[src/rtl/vmau_pkg.sv]
// ----------------------------------------------------------------------------
// vmau_pkg: shared types and constants of the vector magnitude and angle unit
// Payload structs, fixed-point formats, pipeline depths and the arctangent table.
// ----------------------------------------------------------------------------
package vmau_pkg;

  // Angle output format: unsigned degrees with FRACTION_BITS fraction bits
  localparam int unsigned FRACTION_BITS = 16;
  localparam int unsigned ANGLE_BITS    = 9 + FRACTION_BITS;

  // Datapath formats
  localparam int unsigned COORD_BITS   = 32;
  localparam int unsigned WORD_BITS    = 64;
  localparam int unsigned PRE_SHIFT    = 28;
  localparam int unsigned CORDIC_ITERS = 56;
  localparam int unsigned QUOT_BITS    = 40;
  localparam int unsigned REM_BITS     = 63;
  localparam int unsigned PROD_BITS    = QUOT_BITS + 8;
  localparam int unsigned SQRT_STAGES  = 32;

  // Pipeline depths, counted in register stages
  localparam int unsigned CORDIC_LAT = CORDIC_ITERS + 1 + QUOT_BITS + 1;
  localparam int unsigned MAG_LAT    = 2 + SQRT_STAGES;
  localparam int unsigned MAG_DELAY  = CORDIC_LAT - MAG_LAT;

  // pi and friends in Q60 radians
  localparam logic [WORD_BITS-1:0] PI_Q60      = 64'h3243F6A8885A308D;
  localparam logic [WORD_BITS-1:0] HALF_PI_Q60 = PI_Q60 >> 1;
  localparam logic [WORD_BITS-1:0] ONE_Q60     = 64'd1 << 60;

  // Turn constants in output angle units, one bit wider for wrap handling
  localparam logic [ANGLE_BITS:0] QUARTER_TURN = (ANGLE_BITS + 1)'(90) << FRACTION_BITS;
  localparam logic [ANGLE_BITS:0] HALF_TURN    = (ANGLE_BITS + 1)'(180) << FRACTION_BITS;
  localparam logic [ANGLE_BITS:0] THREE_QUARTER_TURN =
    (ANGLE_BITS + 1)'(270) << FRACTION_BITS;
  localparam logic [ANGLE_BITS:0] FULL_TURN    = (ANGLE_BITS + 1)'(360) << FRACTION_BITS;

  // Largest root of two squared 32-bit magnitudes
  localparam logic [COORD_BITS-1:0] MAG_MAX = 32'd3037000499;

  typedef struct packed {
    logic signed [COORD_BITS-1:0] x_coord;
    logic signed [COORD_BITS-1:0] y_coord;
  } vmau_in_t;

  typedef struct packed {
    logic [COORD_BITS-1:0] magnitude;
    logic [ANGLE_BITS-1:0] angle_deg;
  } vmau_out_t;

  // Divide by the odd number 2k+1, for the elaboration-time series only
  function automatic logic [WORD_BITS-1:0] div_odd(input logic [WORD_BITS-1:0] v,
                                                   input int k);
    logic [WORD_BITS-1:0] d;
    unique case (k)
      0:  d = v;
      1:  d = v / 3;
      2:  d = v / 5;
      3:  d = v / 7;
      4:  d = v / 9;
      5:  d = v / 11;
      6:  d = v / 13;
      7:  d = v / 15;
      8:  d = v / 17;
      9:  d = v / 19;
      10: d = v / 21;
      11: d = v / 23;
      12: d = v / 25;
      13: d = v / 27;
      14: d = v / 29;
      15: d = v / 31;
      16: d = v / 33;
      17: d = v / 35;
      18: d = v / 37;
      19: d = v / 39;
      20: d = v / 41;
      21: d = v / 43;
      22: d = v / 45;
      23: d = v / 47;
      24: d = v / 49;
      25: d = v / 51;
      26: d = v / 53;
      27: d = v / 55;
      28: d = v / 57;
      29: d = v / 59;
      30: d = v / 61;
      default: d = '0;
    endcase
    return d;
  endfunction

  // atan(2^-i) in Q60: truncated alternating series, atan(1) from pi
  function automatic logic [WORD_BITS-1:0] atan_q60(input int i);
    logic [WORD_BITS-1:0] acc;
    logic [WORD_BITS-1:0] term;
    int sh;
    acc = '0;
    if (i == 0) begin
      return PI_Q60 >> 2;
    end
    for (int k = 0; k < 31; k++) begin
      sh = i * (2 * k + 1);
      if (sh < 61) begin
        term = div_odd(ONE_Q60 >> sh, k);
        if ((k & 1) != 0) begin
          acc = acc - term;
        end else begin
          acc = acc + term;
        end
      end
    end
    return acc;
  endfunction

endpackage

[src/rtl/vmau_isqrt.sv]
// ----------------------------------------------------------------------------
// vmau_isqrt: pipelined integer square root
// One result bit per stage, digit-by-digit with a running remainder.
// ----------------------------------------------------------------------------
module vmau_isqrt (
  input  logic                            clk_i,
  input  logic                            en_i,
  input  logic [vmau_pkg::WORD_BITS-1:0]  rad_i,
  output logic [vmau_pkg::COORD_BITS-1:0] root_o
);
  import vmau_pkg::*;

  logic [WORD_BITS-1:0] rem_s [SQRT_STAGES+1];
  logic [WORD_BITS-1:0] res_s [SQRT_STAGES+1];

  assign rem_s[0] = rad_i;
  assign res_s[0] = '0;

  for (genvar j = 0; j < SQRT_STAGES; j++) begin : g_stage
    localparam logic [WORD_BITS-1:0] BIT = 64'd1 << (2 * (SQRT_STAGES - 1 - j));

    logic [WORD_BITS-1:0] rem_q;
    logic [WORD_BITS-1:0] res_q;
    logic [WORD_BITS-1:0] trial;

    assign trial = res_s[j] + BIT;

    always_ff @(posedge clk_i) begin
      if (en_i) begin
        if (rem_s[j] >= trial) begin
          rem_q <= rem_s[j] - trial;
          res_q <= (res_s[j] >> 1) + BIT;
        end else begin
          rem_q <= rem_s[j];
          res_q <= res_s[j] >> 1;
        end
      end
    end

    assign rem_s[j+1] = rem_q;
    assign res_s[j+1] = res_q;
  end

  assign root_o = res_s[SQRT_STAGES][COORD_BITS-1:0];

endmodule

[config.mk]
export PLATFORM = sky130hd
export DESIGN_NAME = vmau_isqrt
export DESIGN_NICKNAME = d
export VERILOG_FILES = /design/src/rtl/vmau_pkg.sv /design/src/rtl/vmau_isqrt.sv
export SDC_FILE = /design/constraint.sdc
export NUM_CORES = 2
export LEC_CHECK = 0
export ABC_CLOCK_PERIOD_IN_PS = 3590
export BUFFER_PORTS_ARGS = -buffer_cell sky130_fd_sc_hd__buf_2
export CORE_ASPECT_RATIO = 1.25
export CORE_MARGIN = 3
export CORE_UTILIZATION = 25
export DETAILED_ROUTE_END_ITERATION = 10
export PLACE_DENSITY_LB_ADDON = 0.05
export SKIP_LAST_GASP = 1
export SLEW_MARGIN = 20
export SYNTH_ARGS = -nofsm -noshare
export SYNTH_HDL_FRONTEND = slang
export SYNTH_SLANG_ARGS = --single-unit
[constraint.sdc]
create_clock -name clk_i -period 3.59 [get_ports clk_i]
set_clock_uncertainty 0.05 [all_clocks]
set_input_delay 0.1795 -clock clk_i [delete_from_list [all_inputs] [get_ports clk_i]]
set_output_delay 0.1795 -clock clk_i [all_outputs]
set_load 0.05 [all_outputs]
Word level (Yosys, flattened, before mapping)
Index checks and enable logic that the tools add are counted.
{"block": "totals", "register_bits": 4000, "input_bits": 66, "out_inout_bits": 32}
{"block": "classes", "addsub": 93, "order_cmp": 32, "n_mux": 63}
{"cell": "$ge 64x64->1", "n": 31}
{"cell": "$mux 64", "n": 31}
{"cell": "$mux 63", "n": 31}
{"cell": "$sub 64x64->64", "n": 30}
{"cell": "$add 63x11->64 const B", "n": 1}
{"cell": "$add 63x13->64 const B", "n": 1}
{"cell": "$add 63x15->64 const B", "n": 1}
{"cell": "$add 63x17->64 const B", "n": 1}
{"cell": "$add 63x19->64 const B", "n": 1}
{"cell": "$add 63x21->64 const B", "n": 1}
{"cell": "$add 63x23->64 const B", "n": 1}
{"cell": "$add 63x25->64 const B", "n": 1}
{"cell": "$add 63x27->64 const B", "n": 1}
{"cell": "$add 63x29->64 const B", "n": 1}
{"cell": "$add 63x3->64 const B", "n": 1}
{"cell": "$add 63x31->64 const B", "n": 1}
{"cell": "$add 63x33->64 const B", "n": 1}
{"cell": "$add 63x35->64 const B", "n": 1}
{"cell": "$add 63x37->64 const B", "n": 1}
{"cell": "$add 63x39->64 const B", "n": 1}
{"cell": "$add 63x41->64 const B", "n": 1}
{"cell": "$add 63x43->64 const B", "n": 1}
{"cell": "$add 63x45->64 const B", "n": 1}
{"cell": "$add 63x47->64 const B", "n": 1}
{"cell": "other kinds (45)", "n": 45}

Longest topological paths before layout
{"block": "logic_depth", "ltp_word": 3, "mapped_depth": 15, "ltp_nobuf": 12}

Worst setup path before layout
No wires, ideal clock.
{"block": "synth_timing", "kind": "reg2reg", "start": "register g_stage[17].rem_q[52]", "end": "register g_stage[18].rem_q[57], data pin", "t_arrival_ns": 3.211, "required_ns": 3.282, "path_slack_ns": 0.071, "stages_incl_launch_ff": 13, "period_less_slack_ns": 3.519, "path_cell_list": "edfxtp_1 > or4_1 > or3_1 > or3_4 > or4_1 > a41oi_1 > and3_1 > buf_4 > inv_2 > buf_6 > nand4_4 > and3b_1 > xor2_1"}
{"block": "synth_between", "elab_chain_cells": 2}
{"element": "from (decl)", "line": "vmau_isqrt.sv:22", "text": "logic [WORD_BITS-1:0] rem_q;"}
{"element": "from (signal assigned)", "line": "vmau_isqrt.sv:31", "text": "rem_q <= rem_s[j] - trial;"}
{"element": "from (signal assigned)", "line": "vmau_isqrt.sv:34", "text": "rem_q <= rem_s[j];"}
{"element": "$sub 64x64->64 / $ge 64x64->1 (equally long branches)", "line": "vmau_isqrt.sv:31, vmau_isqrt.sv:30"}
{"element": "$mux 64 (*)", "line": "vmau_isqrt.sv:30", "text": "if (rem_s[j] >= trial) begin"}
{"element": "to (signal assigned)", "line": "vmau_isqrt.sv:31"}
{"element": "to (signal assigned)", "line": "vmau_isqrt.sv:34"}
{"element": "to (decl)", "line": "vmau_isqrt.sv:22"}
Mark *: on every way between the ends. The rest lies on a longest branch, timed or not.
A chain may end at the register's enable or synchronous reset.

Worst setup path in the final report
{"block": "layout_timing", "start": "input rad_i[39] (netlist bit)", "end": "register g_stage[0].rem_q[63], data pin"}
{"block": "layout_between", "elab_chain_cells": 2}
{"element": "from (decl)", "line": "vmau_isqrt.sv:8", "text": "input logic [vmau_pkg::WORD_BITS-1:0] rad_i,"}
{"element": "$sub 64x63->64 / $ge 64x63->1 (equally long branches)", "line": "vmau_isqrt.sv:31, vmau_isqrt.sv:30"}
{"element": "$mux 64 (*)", "line": "vmau_isqrt.sv:30"}
{"element": "to (signal assigned)", "line": "vmau_isqrt.sv:31"}
{"element": "to (signal assigned)", "line": "vmau_isqrt.sv:34"}
{"element": "to (decl)", "line": "vmau_isqrt.sv:22"}
Marked as above.

==> reports/summary.txt <==
Status - finished, final reports clean
Syn Std Cell Area - 120900 sq um
Top_reg_cell synth - edfxtp_1
GPL Wtd Cong - 0.8423
Post-route ant nets - 0
Number of synthesized flops with an enable pin - 2512
Register area share after synthesis - 62.40%
Die Y - 783.4 um
Nets - 11.50k
Worst R2R End - g_stage[27].rem_q[58]
Worst Hold Class - in -> reg
Synth Register Bits - 2512
Via count - 79.79k
Cts bufs inserted - 298
CP arrival - 4.29 ns
Top-area cell type share of the netlist area - 62.40%
Max cap viols - 0
Clock Path Buffers - 4
Layout area overhead - 22.66%
Synth Net Count - 10.28k
Area leader, netlist - edfxtp_1
Worst skew pair latency - 0.91 ns
Total grt overflow - 0
Leakage power - 55.69 nW
Most frequent cells in the layout - 2512 x edfxtp_1, 846 x buf_4, 704 x inv_1
Cells after Synth - 9655
DRT Pass-1 Iters - 7
Hpwl dp - 311100 um
Root Driver - clkbuf_16
Drt initial violations - 4634
Largest net degree at the start of global routing - 115
Fin crit share - 99.01%
DRC Markers - 0
Fmax - 281.3 MHz
Worst Setup EP - g_stage[0].rem_q[63]
Final Setup Violations - 0
First-pass GRT wire length - 575600 um
Crit Path Class - in -> reg
Most common cell after layout, fill and taps aside - edfxtp_1
GRT Total Usage - 15.71%
Final hold slack - 0.1670 ns
CP endpoint kind - flop
Reg clk slew, reported paths - 0.06 ns
Die X - 628.0 um
CTS tree - built
Starting density of the core - 25.18%
Final hold vios - 0
Via density - 4.545
Total Routed Length - 398700 um
FF-to-FF path depth - 11
Std cell rows - 284
Reg2reg start - g_stage[26].res_q[14]
R2R setup slack - 0.10 ns
RSZ-0062 raised after global routing - true
Ys async rst share - 0%
Initial antenna violation count - 16
CORE AREA - 480100 sq um
Fin crit period - 3.555 ns
Synth warnings - 0
Die area - 492000 sq um
H-Tree Depth - 5
Synth area leaders - edfxtp_1 62%, ha_1 5.8%, xnor2_1 3.4%
Final slew viol count - 0
Input/output buffers - 97
WL/cell - 22.71 um
Number of clock sinks - 2512
Setup crit start kind - input pin
Vias in the first global route - 83.19k
WP data required - 4.32 ns
PwrDens - 626.9 nW/um^2
Synth cell types - 92
Share of layout cells above drive strength 1 - 15.62%
Rel. slew slack - 29.61%
Crit path max fanout - 4
Mapped Avg Cell Area - 12.52 sq um
Peak VDD IR - 345.8 uV
Total power - 92.96 mW
Number of I/O pins - 98
Worst-margin pin slew - 1.056 ns
Worst setup startpoint - rad_i[39]
sequential cells by signal, summed over array words and instances (netlist names):
name	flops
g_stage.rem_q	1984
g_stage.res_q	528
power by group:
| group | leakage, nW | internal, mW | switching (mW) | total, mW |
|---|---|---|---|---|
| Clock | 4.77 | 18.1 | 12.8 | 30.9 |
| Sequential | 24.2 | 37.3 | 3.45 | 40.7 |
| Combinational | 26.8 | 9.19 | 12.1 | 21.3 |
| Total | 55.7 | 64.6 | 28.4 | 93.0 |
per-stage QoR:
stage	area, sq um	utilization (%)	setup WS, ns	setup TNS [ns]	std cells
after detailed placement	136000	28.32	-0.5116	-14.04	16857
final	148300	30.89	0.03544	0	17557
after global routing	148300	30.89	-0.08699	-0.3758	17554
after floorplan	120900	-	0.07092	0	9655
after CTS	147300	30.68	-0.06586	-0.2715	17532
after global placement	136000	28.32	-0.6506	-26.00	16857
worst min path at each step:
stage / startpoint / end / slack [ns] / depth (start not counted)
5_1_grt: rad_i[62] / g_stage[0].rem_q[62] / 0.16 / 4
4_1_cts: rad_i[62] / g_stage[0].rem_q[62] / 0.05 / 4
2_1_floorplan: rad_i[0] / g_stage[0].rem_q[0] / 0.23 / 0
6_report: rad_i[62] / g_stage[0].rem_q[62] / 0.17 / 4
3_3_place_gp: rad_i[55] / g_stage[0].rem_q[55] / 0.32 / 1
3_5_place_dp: rad_i[53] / g_stage[0].rem_q[53] / 0.32 / 1
cell usage after synthesis (all sizes together) (181+ instances only):
| cell type | n |
|---|---|
| a21oi | 667 |
| nor2 | 678 |
| xnor2 | 468 |
| xor2 | 422 |
| ha | 558 |
| inv | 710 |
| a21o | 242 |
| nand2 | 560 |
| o21ai | 400 |
| clkbuf | 181 |
| nor4 | 354 |
| edfxtp | 2512 |
| nor3 | 252 |
routing by layer:
metal | share of wire, % | track usage [%] | vias to the layer above | wire length (um)
met4 | 2.8 | 4.219 | 0 | 11120
met5 | 0 | 0 | - | 0
met3 | 2.6 | 1.656 | 468 | 10520
met2 | 54 | 29.95 | 1195 | 213600
met1 | 41 | 18.51 | 39410 | 163500
li1 | - | - | 38715 | -
logic make-up (layout without fill, tap and decap cells):
| logic type | after synthesis | in the layout | synth area share, % |
|---|---|---|---|
| other | 0 | 6 | 0 |
| XOR/XNOR | 890 | 890 | 6.448 |
| AND/OR/NAND/NOR | 2845 | 2845 | 12.26 |
| multiplexers | 77 | 77 | 0.7132 |
| adder cells (fa/ha/maj) | 558 | 558 | 5.776 |
| flip-flops | 2512 | 2512 | 62.40 |
| AO/OA/AOI/OAI | 1850 | 1850 | 9.516 |
| buffers and inverters | 923 | 2384 | 2.889 |
layout make-up:
class	count	area, sq um
Timing Repair inverter	1	7.507
Tap cell	6435	8051
Clock buffer	359	7814
Antenna cell	6	15.01
Sequential cell	2512	75430
Multi-Input combinational cell	6220	42950
Timing Repair Buffer	1135	9356
Fill cell	48342	331800
Inverter	711	2676
Clock inverter	178	1971
worst max-delay path, cell delays in order:
cell	delay, ns
dlygate4sd3_1	0.57
buf_2	0.16
nor4_1	0.62
nand4_1	0.45
o41ai_1	0.93
nor2_1	0.07
dlygate4sd3_1	0.59
a21oi_1	0.12
dlygate4sd3_1	0.58
what timing repair did:
action,CTS,global route
setup endpoints to repair,112,381
resized for setup,32,166
cloned,0,4
hold buffers,129,0
pin swaps,10,41
setup buffers,10,16
hold endpoints to repair,222,0
(Power assumes the default switching activity.)
